[config.mk]
export PLATFORM = sky130hd
export DESIGN_NAME = bmss_ram
export DESIGN_NICKNAME = d
export VERILOG_FILES = /design/src/rtl/core/bmss_ram.sv
export SDC_FILE = /design/constraint.sdc
export NUM_CORES = 2
export LEC_CHECK = 0
export BUFFER_PORTS_ARGS = -buffer_cell sky130_fd_sc_hd__buf_2
export CAP_MARGIN = 25
export CORE_MARGIN = 4
export CORE_UTILIZATION = 45
export DETAILED_ROUTE_END_ITERATION = 6
export PLACE_DENSITY = 0.7
export SYNTH_ARGS = -nofsm -noshare
export SYNTH_HDL_FRONTEND = slang
export SYNTH_SLANG_ARGS = --single-unit
[constraint.sdc]
create_clock -name i_clk -period 3.1 [get_ports i_clk]
set_input_delay 0.31 -clock i_clk [delete_from_list [all_inputs] [get_ports i_clk]]
set_output_delay 0.31 -clock i_clk [all_outputs]
set_load 0.01 [all_outputs]
[src/rtl/core/bmss_ram.sv]
`default_nettype none
// ----------------------------------------------------------------------------
// bmss_ram
// Generic simple dual-port RAM: one write port, one read port with
// registered read data.
// ----------------------------------------------------------------------------
module bmss_ram #(
    parameter int WIDTH = 16,
    parameter int DEPTH = 256,
    parameter int AW    = (DEPTH > 1) ? $clog2(DEPTH) : 1
) (
    input  wire logic             i_clk,
    input  wire logic             i_we,
    input  wire logic [AW-1:0]    i_waddr,
    input  wire logic [WIDTH-1:0] i_wdata,
    input  wire logic [AW-1:0]    i_raddr,
    output logic      [WIDTH-1:0] o_rdata
);

    logic [WIDTH-1:0] r_mem [DEPTH];
    logic [WIDTH-1:0] r_rdata;

    always_ff @(posedge i_clk) begin
        if (i_we) begin
            r_mem[i_waddr] <= i_wdata;
        end
        r_rdata <= r_mem[i_raddr];
    end

    assign o_rdata = r_rdata;

endmodule
`default_nettype wire

==> Yosys cells after proc, flatten, opt, wreduce, memory -nomap -nowiden <==
Memories as Yosys holds them, arrays and structs flattened. A register that Yosys moved wholly into a read port is not among the register bits.
Cells that the tools add are included.
{ "word_totals": {"ff_bits": 0, "ram_bits": 4096, "input_bits": 34, "word_cells": 3, "memories": 1} }
{ "memory_table": {"columns": ["memory", "depth", "word_bits", "read_ports", "rd_ports_with_merged_regs", "wr", "line_no", "source"], "rows": [
  ["r_mem", 256, 16, 1, 1, 1, "20", "logic [WIDTH-1:0] r_mem [DEPTH];"]
]} }
{ "classes": {"n_mux": 2} }
{ "op_table": {"columns": ["operator", "count"], "rows": [
  ["$mux 1", 2]
]} }

==> Logic depth before layout (Yosys ltp) <==
{ "depth": {"ltp_word": 2, "mapped_depth": 12, "ltp_nobuf": 6} }

==> Worst setup path after synthesis <==
OpenSTA, ideal clock, no wires.
{ "synth_path": {"path_kind": "input to register", "from": "input i_waddr[3]", "to": "memory r_mem[235][0], enable pin", "arrival_ns": 2.087, "required_time_ns": 2.712, "path_slack_ns": 0.625, "stages": 6, "path_cell_list": "clkbuf_1 > nor2b_1 > clkbuf_1 > nand4_1 > clkbuf_1 > nor2_1"} }
{ "synth_rtl": {"columns": ["element", "line_no", "source"], "rows": [
  ["from (decl)", "14", "input wire logic [AW-1:0] i_waddr,"],
  ["to (decl)", "20", null]
]} }
No word-level cell before the write port.

==> metrics.txt <==
post-synthesis sequential area ratio=0.7770; vias in the first global route=80,670; grt ovf=0; async set-reset flop share out of synthesis=0; CTS buffer count=383; Final period util=1.007; Starting Density=0.4531; Unique masters post-synth=52; height of the die=~600 um; Worst-Skew Late Latency=930 ps; post-DR vias/cell=a little over 6; path type of the worst min-delay path=primary input to flop; kind of critical path=flop to flop; fmax=between 0.3 and 0.4 GHz; Post-route DRC=2; Finished Layout Cells=roughly 13,000; clock slew at reported path FFs=~60 ps; root buffer cell=clkbuf_16; Clk pwr share=0.409; PwrDens=roughly 630 nW/um^2; gr usage total=0.2255; Top FF cell, synth=edfxtp_1; remaining antenna violation count after routing=0; cell count after synthesis=roughly 7,400; internal power=0.09042 W; layout cell share with drive strength beyond 1=0.2736; DIE AREA=362,300 sq um; Fin. Hold Viols=0; pin count of the biggest net entering global routing=~120; Max Clock Skew=around 53 ps; count leader, synth=edfxtp_1; Arrival @ worst endpoint=a little under 4000 ps; P_sw=0.02395 W; Post-synth EDFFs=approximately 4,000; Startpoint Class=flop; Cells after DPL=between 10,000 and 15,000; critical path peak fanout=1; post-route cell area=between 150,000 and 200,000 sq um; core area=between 300,000 and 400,000 sq um; initial antenna violation count=21; Layout area overhead=15.03%; post-layout min period=~3100 ps; Setup TNS Final=-22.95 ps; Slew headroom=0.3205; switching part of the total=0.2094; # fillers=roughly 26,000; total power=between 0.1 and 0.15 W; sequential power share=0.537; failing checks=design-rule violations, negative setup slack; Critical R2R Launch=r_mem[59][1]; reg2reg path depth=6; # H-tree levels=5; # nets final=slightly above 8,000; slew of the pin with the lowest slew margin=approximately 1000 ps; Post-Place Cell Area=between 150,000 and 200,000 sq um; Leakage=roughly 60 nW; Yosys top cell area share=0.7750; TritonCTS clock tree=built; worst path required time=3860 ps; run status=finished with violations; Synth area leaders=edfxtp_1, mux4_2, mux2i_1; Synth area leader=edfxtp_1; Yosys reg bits=a little over 4,000; r2r endpoint=o_rdata[1]; min-delay src=i_waddr[7]; Synthesized Nets=7,394; Rows=around 220; max-cap violation count=0; # IOs=50; Routed WL per cell=about 32 um; cell area after synthesis=between 150,000 and 200,000 sq um; Synth Area per Inst=between 20 and 25 sq um; Final Max Slew Viols=0; crit path from=r_mem[59][1]; Synth warnings=0; final core utilization=0.5213; Final Wtd Congestion=about 0.9; final setup margin=-22.95 ps; Reg2Reg Setup Slack=-20 ps; clock buffer depth=4; first-pass GRT wire length=~600,000 um; Iteration-0 DRC Markers=~12,000; Pre-Repair DR Iteration Count=7; Worst Setup End Kind=flop; final setup vio count=1; setup bufs post-CTS=0; via count=~82,000; Combinational Power Share=0.054; # port buffers=49; Post-synth top cells=edfxtp_1, mux4_2, mux2i_1, nor2_1, o221ai_1; VDD IR max=431.6 uV; Die Width=~600 um; clk sink count=roughly 4,100; Worst setup endpoint=o_rdata[1]; final WL=approximately 420,000 um; RSZ-0062 raised after global routing=no; Detail Placement HPWL=roughly 260,000 um
state kept, by name, indices dropped and copies added (netlist names):
signal,cells
r_mem,4096
o_rdata,16
worst min-delay path by stage:
stage / end / slack, ps / cells after the start
after floorplan: r_mem[0][0] / 410 / 0
final: r_mem[234][1] / 250 / 4
after detailed placement: r_mem[63][5] / 700 / 1
after global routing: r_mem[223][4] / 230 / 4
after global placement: r_mem[62][5] / 690 / 1
after CTS: r_mem[234][1] / 190 / 4
area by class of cell:
| type | count | area (sq um) | share of cell area |
|---|---|---|---|
| diodes | 14 | 35.03 | 0.0001919 |
| multi-input cells | 2792 | 32830 | 0.1798 |
| well taps | 4599 | 5754 | 0.03152 |
| clock inverters | 228 | 2369 | 0.01297 |
| inverters | 4 | 27.53 | 0.0001508 |
| flip-flops and latches | 4112 | 123300 | 0.6755 |
| repair buffers | 884 | 8275 | 0.04533 |
| clock buffers | 461 | 9962 | 0.05457 |
critical path, cell delays in order, from the launching register on:
cell and delay [ps]:
edfxtp_1 370, mux4_2 480, mux4_2 520, a22o_1 430, o32ai_1 880, buf_4 240
nor4_1 50
timing repair:
item	in CTS	in global routing
hold buffers	16	0
setup endpoints to repair	1	0
gates resized for setup	1	0
endpoints found under the hold margin	731	0
cells in the final DEF (no fill, tap or decap), types with 26 or more instances in the layout:
| cell | n |
|---|---|
| o21ai_0 | 37 |
| nor3_1 | 90 |
| buf_2 | 30 |
| o221ai_1 | 252 |
| clkbuf_16 | 387 |
| nand4_1 | 26 |
| mux2i_1 | 565 |
| a221oi_1 | 28 |
| a21oi_1 | 175 |
| nor2_1 | 287 |
| clkbuf_1 | 74 |
| nand3_1 | 29 |
| mux4_2 | 797 |
| edfxtp_1 | 4096 |
| a22o_1 | 32 |
| buf_4 | 695 |
| buf_12 | 123 |
| o22ai_1 | 148 |
| clkinv_2 | 59 |
| nand2_1 | 38 |
| mux2_2 | 88 |
| bufinv_16 | 47 |
| a22oi_1 | 43 |
| clkinv_1 | 90 |
cell families after synthesis:
family | share of synthesized area
DFF | 0.7770
muxes | 0.1550
AOI/OAI and AO/OA | 0.03537
and+or+nand+nor | 0.01574
buffers and inverters | 0.01693
stage by stage:
step | worst slack [ps] | hold WS [ps]
floorplan | 625.0 | 408.9
global placement | -677.8 | 693.2
detailed placement | -681.6 | 699.6
CTS | 43.25 | 193.8
global route | 6.455 | 233.5
finish | -22.95 | 246.4
layer usage:
metal / global-route usage / share of wire
met1: 0.3087 / 0.37
met2: 0.3579 / 0.48
met3: 0.04315 / 0.10
met4: 0.09281 / 0.046
met5: 0 / 0.00014
power by group through the flow:
| stage | combinational, W | clock, W | sequential, W |
|---|---|---|---|
| after floorplan | 0.00302 | 0 | 0.0625 |
| after global placement | 0.00601 | 0 | 0.0626 |
| after detailed placement | 0.00613 | 0 | 0.0626 |
| after CTS | 0.00618 | 0.0473 | 0.0614 |
| after global routing | 0.00646 | 0.0498 | 0.0614 |
| final | 0.00621 | 0.0467 | 0.0614 |
Note: power is estimated with default switching activity, not from simulation.
