==> config.mk <==
export PLATFORM = sky130hd
export DESIGN_NAME = bmss_fit
export DESIGN_NICKNAME = d
export VERILOG_FILES = /design/src/rtl/core/bmss_pkg.sv /design/src/rtl/core/bmss_fit.sv
export SDC_FILE = /design/constraint.sdc
export NUM_CORES = 2
export LEC_CHECK = 0
export ABC_AREA = 0
export BUFFER_PORTS_ARGS = -buffer_cell sky130_fd_sc_hd__buf_2
export CORE_ASPECT_RATIO = 2
export CORE_MARGIN = 5
export CORE_UTILIZATION = 45
export CTS_CLUSTER_SIZE = 20
export DETAILED_ROUTE_END_ITERATION = 6
export GPL_ROUTABILITY_DRIVEN = 0
export HOLD_SLACK_MARGIN = 0.05
export PLACE_DENSITY = 0.68
export RECOVER_POWER = 25
export SYNTH_ARGS = -nofsm -noshare
export SYNTH_HDL_FRONTEND = slang
export SYNTH_SLANG_ARGS = --single-unit
==> constraint.sdc <==
create_clock -name i_clk -period 12.4 [get_ports i_clk]
set_input_delay 1.86 -clock i_clk [delete_from_list [all_inputs] [get_ports i_clk]]
set_output_delay 1.86 -clock i_clk [all_outputs]
set_load 0.01 [all_outputs]
==> src/rtl/core/bmss_pkg.sv <==
`default_nettype none
// ----------------------------------------------------------------------------
// bmss_pkg
// Shared widths, codes and types of the block-matching SSD search with
// sub-pixel quadratic peak refinement.
// ----------------------------------------------------------------------------
package bmss_pkg;

    localparam int DEF_MAX_DEPTH       = 256;
    localparam int DEF_MAX_HALF_WINDOW = 15;
    localparam int DEF_SAMPLE_BITS     = 16;

    // Configuration register indexes.
    localparam int CFG_IDX_W = 2;
    localparam logic [CFG_IDX_W-1:0] REG_HALF_WINDOW = 2'd0;
    localparam logic [CFG_IDX_W-1:0] REG_COEFF_COUNT = 2'd1;

    localparam logic [3:0] HALF_WINDOW_RESET = 4'd2;
    localparam logic [8:0] COEFF_COUNT_RESET = 9'd64;

    // Stream command codes carried on tuser.
    localparam logic CMD_PIXEL = 1'b0;
    localparam logic CMD_REF   = 1'b1;

    localparam int SSD_W   = 41;
    localparam int SCORE_W = 42;
    localparam int PEAK_W  = 41;
    localparam int DISP_W  = 17;

    localparam logic [SSD_W-1:0] SSD_LIMIT = {1'b1, {(SSD_W-1){1'b0}}};

    // Fit datapath widths.
    localparam int FIT_BITS = 22;
    localparam int D_W      = SCORE_W + 1;
    localparam int SD_W     = FIT_BITS + 1;
    localparam int S_W      = 6;
    localparam int G_W      = 25;
    localparam int P_W      = 2 * G_W;
    localparam int N_W      = 54;
    localparam int DV_W     = 64;
    localparam int DS_W     = 56;
    localparam int IT_W     = 7;
    localparam int Q_W      = 17;
    localparam int SUM_W    = 20;
    localparam int OFF_W    = 16;

    localparam logic [Q_W-1:0] Q_SAT = {1'b1, {(Q_W-1){1'b0}}};

    typedef struct packed {
        logic                    done;
        logic signed [OFF_W-1:0] off_y;
        logic signed [OFF_W-1:0] off_x;
    } t_fit_res;

endpackage
`default_nettype wire

==> src/rtl/core/bmss_fit.sv <==
`default_nettype none
// ----------------------------------------------------------------------------
// bmss_fit
// Sequenced sub-pixel refinement: locates the peak row and column, reads the
// 3x3 neighborhood, normalizes, forms the quadratic terms on one shared
// multiplier and divides on one shared bit-serial divider.
// ----------------------------------------------------------------------------
module bmss_fit
    import bmss_pkg::*;
#(
    parameter int MAX_HALF_WINDOW = DEF_MAX_HALF_WINDOW,
    parameter int HW_W  = $clog2(MAX_HALF_WINDOW + 1),
    parameter int SIDE  = 2 * MAX_HALF_WINDOW + 1,
    parameter int SA_W  = $clog2(SIDE * SIDE),
    parameter int POS_W = $clog2(SIDE * SIDE + 1)
) (
    input  wire logic                      i_clk,
    input  wire logic                      i_rst_n,
    input  wire logic                      i_start,
    input  wire logic [POS_W-1:0]          i_best_index,
    input  wire logic [HW_W-1:0]           i_hw,
    output logic      [SA_W-1:0]           o_raddr,
    input  wire logic signed [SCORE_W-1:0] i_rdata,
    output t_fit_res                       o_res
);

    typedef enum logic [10:0] {
        F_IDLE = 11'b00000000001,
        F_POS  = 11'b00000000010,
        F_RD   = 11'b00000000100,
        F_NORM = 11'b00000001000,
        F_SCL  = 11'b00000010000,
        F_MUL  = 11'b00000100000,
        F_NUM  = 11'b00001000000,
        F_DSET = 11'b00010000000,
        F_DIV  = 11'b00100000000,
        F_DFIN = 11'b01000000000,
        F_OFF  = 11'b10000000000
    } t_fstate;

    localparam int WW_W = 2 * (HW_W + 1);
    localparam int CO_W = HW_W + 3;

    // Neighbor order: center, up, down, left, right, down-right, down-left,
    // up-right, up-left.
    function automatic logic signed [1:0] nb_dy(input logic [3:0] k);
        logic signed [1:0] v;
        unique case (k)
            4'd1, 4'd7, 4'd8: v = -2'sd1;
            4'd2, 4'd5, 4'd6: v = 2'sd1;
            default:          v = 2'sd0;
        endcase
        return v;
    endfunction

    function automatic logic signed [1:0] nb_dx(input logic [3:0] k);
        logic signed [1:0] v;
        unique case (k)
            4'd3, 4'd6, 4'd8: v = -2'sd1;
            4'd4, 4'd5, 4'd7: v = 2'sd1;
            default:          v = 2'sd0;
        endcase
        return v;
    endfunction

    t_fstate r_state;
    logic [POS_W-1:0]          r_rem_idx;
    logic [POS_W-1:0]          r_by;
    logic [HW_W:0]             r_byc;
    logic [HW_W:0]             r_bx;
    logic [HW_W-1:0]           r_hw;
    logic [3:0]                r_k;
    logic [2:0]                r_i;
    logic signed [SCORE_W-1:0] r_c0;
    logic signed [D_W-1:0]     r_d  [8];
    logic signed [SD_W-1:0]    r_ds [8];
    logic [D_W-1:0]            r_m;
    logic [S_W-1:0]            r_s;
    logic signed [P_W-1:0]     r_p  [6];
    logic signed [N_W-1:0]     r_den, r_ny, r_nx;
    logic                      r_j;
    logic                      r_neg;
    logic [DV_W-1:0]           r_quo;
    logic [DS_W-1:0]           r_rem;
    logic [DS_W-1:0]           r_dvs;
    logic [IT_W-1:0]           r_it;
    logic signed [Q_W:0]       r_qy, r_qx;
    logic                      r_done;
    logic signed [OFF_W-1:0]   r_off_y, r_off_x;

    logic [HW_W:0]          w;
    logic [HW_W:0]          lim2;
    logic signed [CO_W-1:0] row_s, col_s;
    logic [HW_W:0]          row_c, col_c;
    logic [WW_W:0]          addr_full;
    logic signed [D_W-1:0]  dnew;
    logic [D_W-1:0]         dnew_mag;
    logic [3:0]             km2;
    logic signed [D_W-1:0]  dsel;
    logic [D_W-1:0]         dsel_mag, dsel_sh;
    logic signed [G_W-1:0]  gy, dyy, gx, dxx, dd;
    logic signed [G_W-1:0]  ma, mb;
    logic signed [P_W-1:0]  mp;
    logic signed [N_W-1:0]  nsel;
    logic [N_W-1:0]         n_mag, den_mag;
    logic [DS_W:0]          rem_sh;
    logic                   ge;
    logic [Q_W-1:0]         q_sat;
    logic signed [Q_W:0]    q_val;
    logic signed [HW_W+1:0] base_y, base_x;
    logic signed [SUM_W-1:0] sum_y, sum_x, lim_off;
    logic signed [SUM_W-1:0] cl_y, cl_x;

    assign w    = {r_hw, 1'b1};
    assign lim2 = {r_hw, 1'b0};

    // Clamped neighbor address.
    always_comb begin
        row_s = $signed({2'b00, r_byc}) + CO_W'(nb_dy(r_k));
        col_s = $signed({2'b00, r_bx})  + CO_W'(nb_dx(r_k));
        if (row_s < 0) begin
            row_c = '0;
        end else if (row_s > $signed({2'b00, lim2})) begin
            row_c = lim2;
        end else begin
            row_c = row_s[HW_W:0];
        end
        if (col_s < 0) begin
            col_c = '0;
        end else if (col_s > $signed({2'b00, lim2})) begin
            col_c = lim2;
        end else begin
            col_c = col_s[HW_W:0];
        end
        addr_full = (WW_W + 1)'(row_c * w) + (WW_W + 1)'(col_c);
    end

    assign o_raddr = addr_full[SA_W-1:0];

    assign dnew     = D_W'(i_rdata) - D_W'(r_c0);
    assign dnew_mag = dnew[D_W-1] ? D_W'(-dnew) : D_W'(dnew);
    assign km2      = r_k - 4'd2;

    assign dsel     = r_d[r_i];
    assign dsel_mag = dsel[D_W-1] ? D_W'(-dsel) : D_W'(dsel);
    assign dsel_sh  = dsel_mag >> r_s;

    assign gy  = G_W'(r_ds[1]) - G_W'(r_ds[0]);
    assign dyy = G_W'(r_ds[1]) + G_W'(r_ds[0]);
    assign gx  = G_W'(r_ds[3]) - G_W'(r_ds[2]);
    assign dxx = G_W'(r_ds[3]) + G_W'(r_ds[2]);
    assign dd  = G_W'(r_ds[4]) - G_W'(r_ds[5]) - G_W'(r_ds[6]) + G_W'(r_ds[7]);

    always_comb begin
        unique case (r_k)
            4'd0:    begin ma = dxx; mb = dyy; end
            4'd1:    begin ma = dd;  mb = dd;  end
            4'd2:    begin ma = dxx; mb = gy;  end
            4'd3:    begin ma = dd;  mb = gx;  end
            4'd4:    begin ma = dyy; mb = gx;  end
            default: begin ma = dd;  mb = gy;  end
        endcase
    end

    assign mp = ma * mb;

    assign nsel    = r_j ? r_nx : r_ny;
    assign n_mag   = nsel[N_W-1] ? N_W'(-nsel) : N_W'(nsel);
    assign den_mag = r_den[N_W-1] ? N_W'(-r_den) : N_W'(r_den);

    assign rem_sh = {r_rem, r_quo[DV_W-1]};
    assign ge     = rem_sh >= {1'b0, r_dvs};

    assign q_sat = (r_quo >= DV_W'(Q_SAT)) ? Q_SAT : r_quo[Q_W-1:0];
    assign q_val = r_neg ? -$signed({1'b0, q_sat}) : $signed({1'b0, q_sat});

    always_comb begin
        base_y  = $signed({1'b0, r_byc}) - $signed({2'b00, r_hw});
        base_x  = $signed({1'b0, r_bx})  - $signed({2'b00, r_hw});
        sum_y   = (SUM_W'(base_y) <<< 8) + SUM_W'(r_qy);
        sum_x   = (SUM_W'(base_x) <<< 8) + SUM_W'(r_qx);
        lim_off = $signed(SUM_W'({r_hw, 8'b0}));
        if (sum_y > lim_off) begin
            cl_y = lim_off;
        end else if (sum_y < -lim_off) begin
            cl_y = -lim_off;
        end else begin
            cl_y = sum_y;
        end
        if (sum_x > lim_off) begin
            cl_x = lim_off;
        end else if (sum_x < -lim_off) begin
            cl_x = -lim_off;
        end else begin
            cl_x = sum_x;
        end
    end

    always_ff @(posedge i_clk) begin
        if (!i_rst_n) begin
            r_state <= F_IDLE;
            r_done  <= 1'b0;
        end else begin
            r_done <= 1'b0;
            unique case (r_state)
                F_IDLE: begin
                    if (i_start) begin
                        r_rem_idx <= i_best_index;
                        r_by      <= '0;
                        r_hw      <= i_hw;
                        r_state   <= F_POS;
                    end
                end
                F_POS: begin
                    // Row and column of the peak by repeated subtraction.
                    if (r_rem_idx >= POS_W'(w)) begin
                        r_rem_idx <= r_rem_idx - POS_W'(w);
                        r_by      <= r_by + POS_W'(1);
                    end else begin
                        r_byc   <= (r_by > POS_W'(lim2)) ? lim2 : r_by[HW_W:0];
                        r_bx    <= r_rem_idx[HW_W:0];
                        r_k     <= '0;
                        r_m     <= '0;
                        r_state <= F_RD;
                    end
                end
                F_RD: begin
                    // Read data arrives in the cycle after its address.
                    if (r_k == 4'd1) begin
                        r_c0 <= i_rdata;
                    end else if (r_k >= 4'd2) begin
                        r_d[km2[2:0]] <= dnew;
                        if (dnew_mag > r_m) begin
                            r_m <= dnew_mag;
                        end
                    end
                    if (r_k == 4'd9) begin
                        r_s     <= '0;
                        r_state <= F_NORM;
                    end else begin
                        r_k <= r_k + 4'd1;
                    end
                end
                F_NORM: begin
                    if (r_m[D_W-1:FIT_BITS] != '0) begin
                        r_m <= r_m >> 1;
                        r_s <= r_s + S_W'(1);
                    end else begin
                        r_i     <= '0;
                        r_state <= F_SCL;
                    end
                end
                F_SCL: begin
                    r_ds[r_i] <= dsel[D_W-1] ? -$signed(SD_W'(dsel_sh))
                                             : $signed(SD_W'(dsel_sh));
                    if (r_i == 3'd7) begin
                        r_k     <= '0;
                        r_state <= F_MUL;
                    end else begin
                        r_i <= r_i + 3'd1;
                    end
                end
                F_MUL: begin
                    r_p[r_k[2:0]] <= mp;
                    if (r_k == 4'd5) begin
                        r_state <= F_NUM;
                    end else begin
                        r_k <= r_k + 4'd1;
                    end
                end
                F_NUM: begin
                    r_den   <= (N_W'(r_p[0]) <<< 4) - N_W'(r_p[1]);
                    r_ny    <= (N_W'(r_p[3]) <<< 1) - (N_W'(r_p[2]) <<< 3);
                    r_nx    <= (N_W'(r_p[5]) <<< 1) - (N_W'(r_p[4]) <<< 3);
                    r_j     <= 1'b0;
                    r_state <= F_DSET;
                end
                F_DSET: begin
                    if (r_den == '0) begin
                        // Flat fit: no sub-pixel shift.
                        if (r_j) begin
                            r_qx    <= '0;
                            r_state <= F_OFF;
                        end else begin
                            r_qy <= '0;
                            r_j  <= 1'b1;
                        end
                    end else begin
                        // Rounded quotient: (2*256*|n| + |den|) / (2*|den|).
                        r_quo   <= (DV_W'(n_mag) << 9) + DV_W'(den_mag);
                        r_dvs   <= DS_W'(den_mag) << 1;
                        r_rem   <= '0;
                        r_it    <= '0;
                        r_neg   <= nsel[N_W-1] != r_den[N_W-1];
                        r_state <= F_DIV;
                    end
                end
                F_DIV: begin
                    r_rem <= ge ? DS_W'(rem_sh - {1'b0, r_dvs}) : DS_W'(rem_sh);
                    r_quo <= {r_quo[DV_W-2:0], ge};
                    if (r_it == IT_W'(DV_W - 1)) begin
                        r_state <= F_DFIN;
                    end else begin
                        r_it <= r_it + IT_W'(1);
                    end
                end
                F_DFIN: begin
                    if (r_j) begin
                        r_qx    <= q_val;
                        r_state <= F_OFF;
                    end else begin
                        r_qy    <= q_val;
                        r_j     <= 1'b1;
                        r_state <= F_DSET;
                    end
                end
                F_OFF: begin
                    r_off_y <= cl_y[OFF_W-1:0];
                    r_off_x <= cl_x[OFF_W-1:0];
                    r_done  <= 1'b1;
                    r_state <= F_IDLE;
                end
                default: r_state <= F_IDLE;
            endcase
        end
    end

    assign o_res.done  = r_done;
    assign o_res.off_y = r_off_y;
    assign o_res.off_x = r_off_x;

endmodule
`default_nettype wire

# [Yosys cells after proc, flatten, opt, wreduce, memory -nomap -nowiden]
# Memories as Yosys holds them, arrays and structs flattened. A register that Yosys moved wholly into a read port is not among the register bits.
# Cells that the tools add are included.
[totals] mem_bits_rw=828 elab_cells=250 memories=3 in_bits=59 register_bits=557 output_inout_bits=43
[op_classes] n_shift=1 eq_ne=46 n_bitwise=2 order_cmp=14 n_mux=86 n_reduce_logical=34 n_mul=2 addsub=34
[memory_table] memory="r_d" depth=8 width=43 read_ports=1 rd_ports_with_merged_regs=1 wr=1 line="bmss_fit.sv:75" text="logic signed [D_W-1:0] r_d [8];"
[memory_table] memory="r_p" depth=6 width=50 read_ports=6 rd_ports_with_merged_regs=0 wr=1 line="bmss_fit.sv:79" text="logic signed [P_W-1:0] r_p [6];"
[memory_table] memory="r_ds" depth=8 width=23 read_ports=8 rd_ports_with_merged_regs=0 wr=1 line="bmss_fit.sv:76" text="logic signed [SD_W-1:0] r_ds [8];"
[op_table] operator="$mux 43" count=7
[op_table] operator="$mux 54" count=3
[op_table] operator="$pmux 43 s3" count=1
[op_table] operator="$pmux 64 s2" count=1
[op_table] operator="$mux 18" count=7
[op_table] operator="$mux 56" count=2
[op_table] operator="$pmux 56 s2" count=1
[op_table] operator="$mux 11" count=10
[op_table] operator="$pmux 11 s10" count=1
[op_table] operator="$neg 54->54" count=2
[op_table] operator="$sub 51x53->54" count=2
[op_table] operator="$neg 43->43" count=2
[op_table] operator="$pmux 25 s3" count=1
[op_table] operator="$pmux 18 s2" count=2
[op_table] operator="$sub 23x23->24" count=3
[op_table] operator="$add 63x54->64" count=1
[op_table] operator="$ge 64x17->1 const B" count=1
[op_table] operator="$mux 64" count=1
[op_table] operator="$ge 57x55->1" count=1
[op_table] operator="$sub 56x55->56" count=1
[op_table] operator="$logic_not 54->1" count=1
[op_table] operator="$sub 54x50->54" count=1
[op_table] operator="$mul 25x25->50" count=1
[op_table] operator="$pmux 25 s2" count=1
[op_table] operator="81 further kinds" count=165

# [Longest topological paths before layout]
[depth] word_depth=9 ltp_mapped=50 mapped_depth_nobuf=49

# [Worst setup path before layout]
# Ideal clock, no wire load.
[synth_path] path_type="register to register" from="memory r_ds[4][0] in the netlist's numbering" to="memory r_p[0][46] in the netlist's numbering (data pin)" required_ps=12119 setup_time_ps=281 arrival_time_ps=11451 stages_incl_launch_ff=47 n_path_buf=1 synth_period_minus_slack_ps=11732 slack_ps=668 path_cell_list="edfxtp_1 > fa_1 > inv_1 > fa_1 > inv_1 > ha_1 > inv_1 > fa_1 > nor2b_1 > o21ai_0 > a21boi_0 > o211ai_1 > nand3_1 > a41oi_1 > o21ai_0 > a21oi_1 > nor2_1 > o31ai_1 > [... 11 more ...] > fa_1 > fa_1 > inv_1 > fa_1 > inv_1 > ha_1 > a21o_1 > a21o_1 > nor3_1 > a31oi_1 > o41ai_1 > o311ai_0 > a41oi_1 > o21ai_0 > a221o_1 > a21o_1 > a21oi_1 > xnor2_1"
[synth_rtl] element="from (decl)" line="bmss_fit.sv:76"
[synth_rtl] element="to (decl)" line="bmss_fit.sv:79"

==> reports/results.ini <==
[outcome]
status=finished with violations
violations=capacitance limit, slew limit

[routing]
antenna_left=0
first_pass_iters=7
wl_per_cell_um=25.06
dr.first_iter.drc_count=6543
vias=85140
via_per_inst=6.003
drc=0
drt-total-wl_um=355400

[timing]
period_needed_ps=12080
finalHoldViolCount=0
fin_crit_sh=0.9739
relSlewSlack=-1.436
setup_tns_ps=0
drv_slew=760
fmax_ghz=0.08281
worstMarginPinSlew_ps=3655
setup_viol_count_final=0
fin_ws_ps=323.7
skew_ps=100.0

[place]
port_buffers=101
place.detailed.hpwl_um=279100
dp_slack_ps=-447.5

[finish]
fill_cells=21640
finalNetCount=12360
area.growth.synth_to_final_pct=10.18
drive_gt1_frac=0.08346

[worst_hold_path]
hold_path_end=r_ny[1]$_DFFE_PP_
min_path_cells=0
hold_path_class=register to register
min_from=r_p[3][0]$_DFFE_PP_

[pwr]
power_switching_mw=7.810
p_int_mw=11.68
clkPwrFrac=0.223
cellLeakagePower_nw=49.42
pwr-share-comb=0.448
power.share.sequential=0.329
power_density_nw_per_um2=161.7
max-vdd-ir-drop_uv=544.0
p_sw_frac=0.4006

[yosys]
synthCells=10570
ys_types=116
synthTopCellsByArea=edfxtp_1 (38%), fa_1 (13%), ha_1 (8.2%)
yosysTopAreaCell=edfxtp_1
synth-seq-cells=1386
yosys_warnings=0
avgSynthCellArea_sq_um=10.35
yosysTopAreaCellShare=0.3761
synth.yosys.seq_area_share=0.3789
synthesis.nets=12080
synth_edf_count=1371
synth_common_cells=edfxtp_1 (1371), inv_1 (1348), nand2_1 (948), nor2_1 (745), fa_1 (736)
synth_area_sq_um=109500
async_reset_ff_frac=0
yosys_most_used_dff=edfxtp_1
synth.most_common_cell=edfxtp_1

[critical_path]
worst_r2r_path_depth=46
cp_slowest_cell=fa_1
reg2reg_to=r_p[3][46]$_DFFE_PP_
required_ps=12930
path_max_fanout=6
worstPathArrival_ps=12610
cp-start-kind=register
cpMostUsedCell=fa_1
end_kind=register
slowest_delay_ps=590
r2r_start=r_ds[6][4]$_DFFE_PP_
r2r_slack_ps=320
cp_num_buf_inv=9
worstSetupPathType=register to register
crit_family=adder cells

[clock_tree]
hold_buffers=0
clock-sinks=1386
clk_pin_slew_ps=70
cts_tree=yes
clock_latency_ps=850
clockBufferDepth=4
root_buffer=clkbuf_16
cts_buffers=140
ctsHtreeMaxLevel=4

[grt]
grt_pass1_vias=90940
track_usage=0.2757
grt_pass1_wl_um=528400
grt_max_degree=72
grt_overflow=0
antenna_found_initial=10

[die]
die-area_sq_um=253800
chipWidth_um=358.7
start_util=0.4514
die_h_um=707.5
rows=256
num_io_pins=102
core_sq_um=242500

[run]
cap_violations=20

==> per-layer routing <==
metal  share of wire  vias to the layer above  GRT usage
met4            0.14                        8     0.2990
met3           0.060                     2017    0.05358
met1            0.28                    41360     0.2271
li1                -                    37700          -
met5         0.00014                        -          0
met2            0.52                     4054     0.5102
==> state kept, by name, indices dropped and copies added, names as in the netlist, 11 cells and up, named ones only <==
name / flops
r_off_x: 16
r_c0: 42
r_dvs: 54
r_state: 11
r_ny: 53
r_qy: 18
r_off_y: 16
r_den: 54
r_ds: 184
r_qx: 18
r_d: 344
r_quo: 64
r_p: 300
r_m: 43
r_rem: 56
r_nx: 53
==> cell usage in the layout (no fill, tap or decap), drive strengths merged, types with 118 or more instances in the layout <==
cell and count:
inv 1361, nand3 170, a21o 197, a21oi 571, xor2 185, nand2 949
clkbuf 271, ha 714, and2 141, nand2b 118, nor3 223, nor2 745
edfxtp 1371, o21ai 375, nor2b 141, xnor2 476, fa 736, mux2i 153
buf 385
==> per-stage QoR <==
step           instance area (sq um)    util  power (mW)  std cells  hold slack, ps
2_1_floorplan                 109500       -       10.11      10570           400.3
3_3_place_gp                  116100  0.4786       14.60      13930           403.3
3_5_place_dp                  116100  0.4787       14.76      13930           407.5
4_1_cts                       120700  0.4977       19.18      14170           417.7
5_1_grt                       120600  0.4973       20.01      14180           417.7
6_report                      120600  0.4973       19.49      14180           420.4
==> worst max-delay path by stage <==
stage | from | to | slack, ps | cells past startpoint
finish | r_ds[6][4]$_DFFE_PP_ | r_p[3][46]$_DFFE_PP_ | 320 | 46
global route | r_ds[4][0]$_DFFE_PP_ | r_p[3][46]$_DFFE_PP_ | -220 | 48
CTS | r_ds[4][0]$_DFFE_PP_ | r_p[3][46]$_DFFE_PP_ | 20 | 49
detailed placement | r_ds[4][0]$_DFFE_PP_ | r_p[3][49]$_DFFE_PP_ | -450 | 48
global placement | r_ds[2][0]$_DFFE_PP_ | r_p[0][43]$_DFFE_PP_ | -210 | 42
floorplan | r_ds[4][0]$_DFFE_PP_ | r_p[0][46]$_DFFE_PP_ | 670 | 46
==> timing repair <==
item                                    in CTS  in global routing
resized for setup                           15                 35
endpoints found under the setup margin      42                 66
pin swaps                                    2                  9
cloned                                       0                  0
buffers inserted                             0                  4
endpoints found under the hold margin        0                  0
==> logic make-up after synthesis <==
| group | after synthesis | share of synthesized area |
|---|---|---|
| AOI/OAI and AO/OA | 2121 | 0.1288 |
| xor gates and xnor gates | 661 | 0.05289 |
| adders and majority gates | 1450 | 0.2162 |
| buffers and inverters | 1709 | 0.06009 |
| DFF | 1386 | 0.3789 |
| muxes | 256 | 0.03145 |
| and+or+nand+nor | 2989 | 0.1317 |
==> power by group through the flow <==
stage	clock network (mW)	logic (mW)	registers, mW
2_1_floorplan	0	3.60	6.51
3_3_place_gp	0	8.07	6.52
3_5_place_dp	0	8.24	6.52
4_1_cts	4.40	8.36	6.42
5_1_grt	4.58	9.01	6.42
6_report	4.35	8.73	6.42
==> layout make-up <==
class / instances / area (sq um) / area share
repair buffers: 498 / 3382 / 0.02804
clock buffers: 159 / 3649 / 0.03025
inverters: 1351 / 5071 / 0.04205
well taps: 3225 / 4035 / 0.03346
flip-flops and latches: 1386 / 41480 / 0.3440
clock inverters: 81 / 900.9 / 0.007470
diodes: 5 / 12.51 / 0.0001038
multi-input cells: 7477 / 62060 / 0.5147
Power figures use the tool's default switching activity.
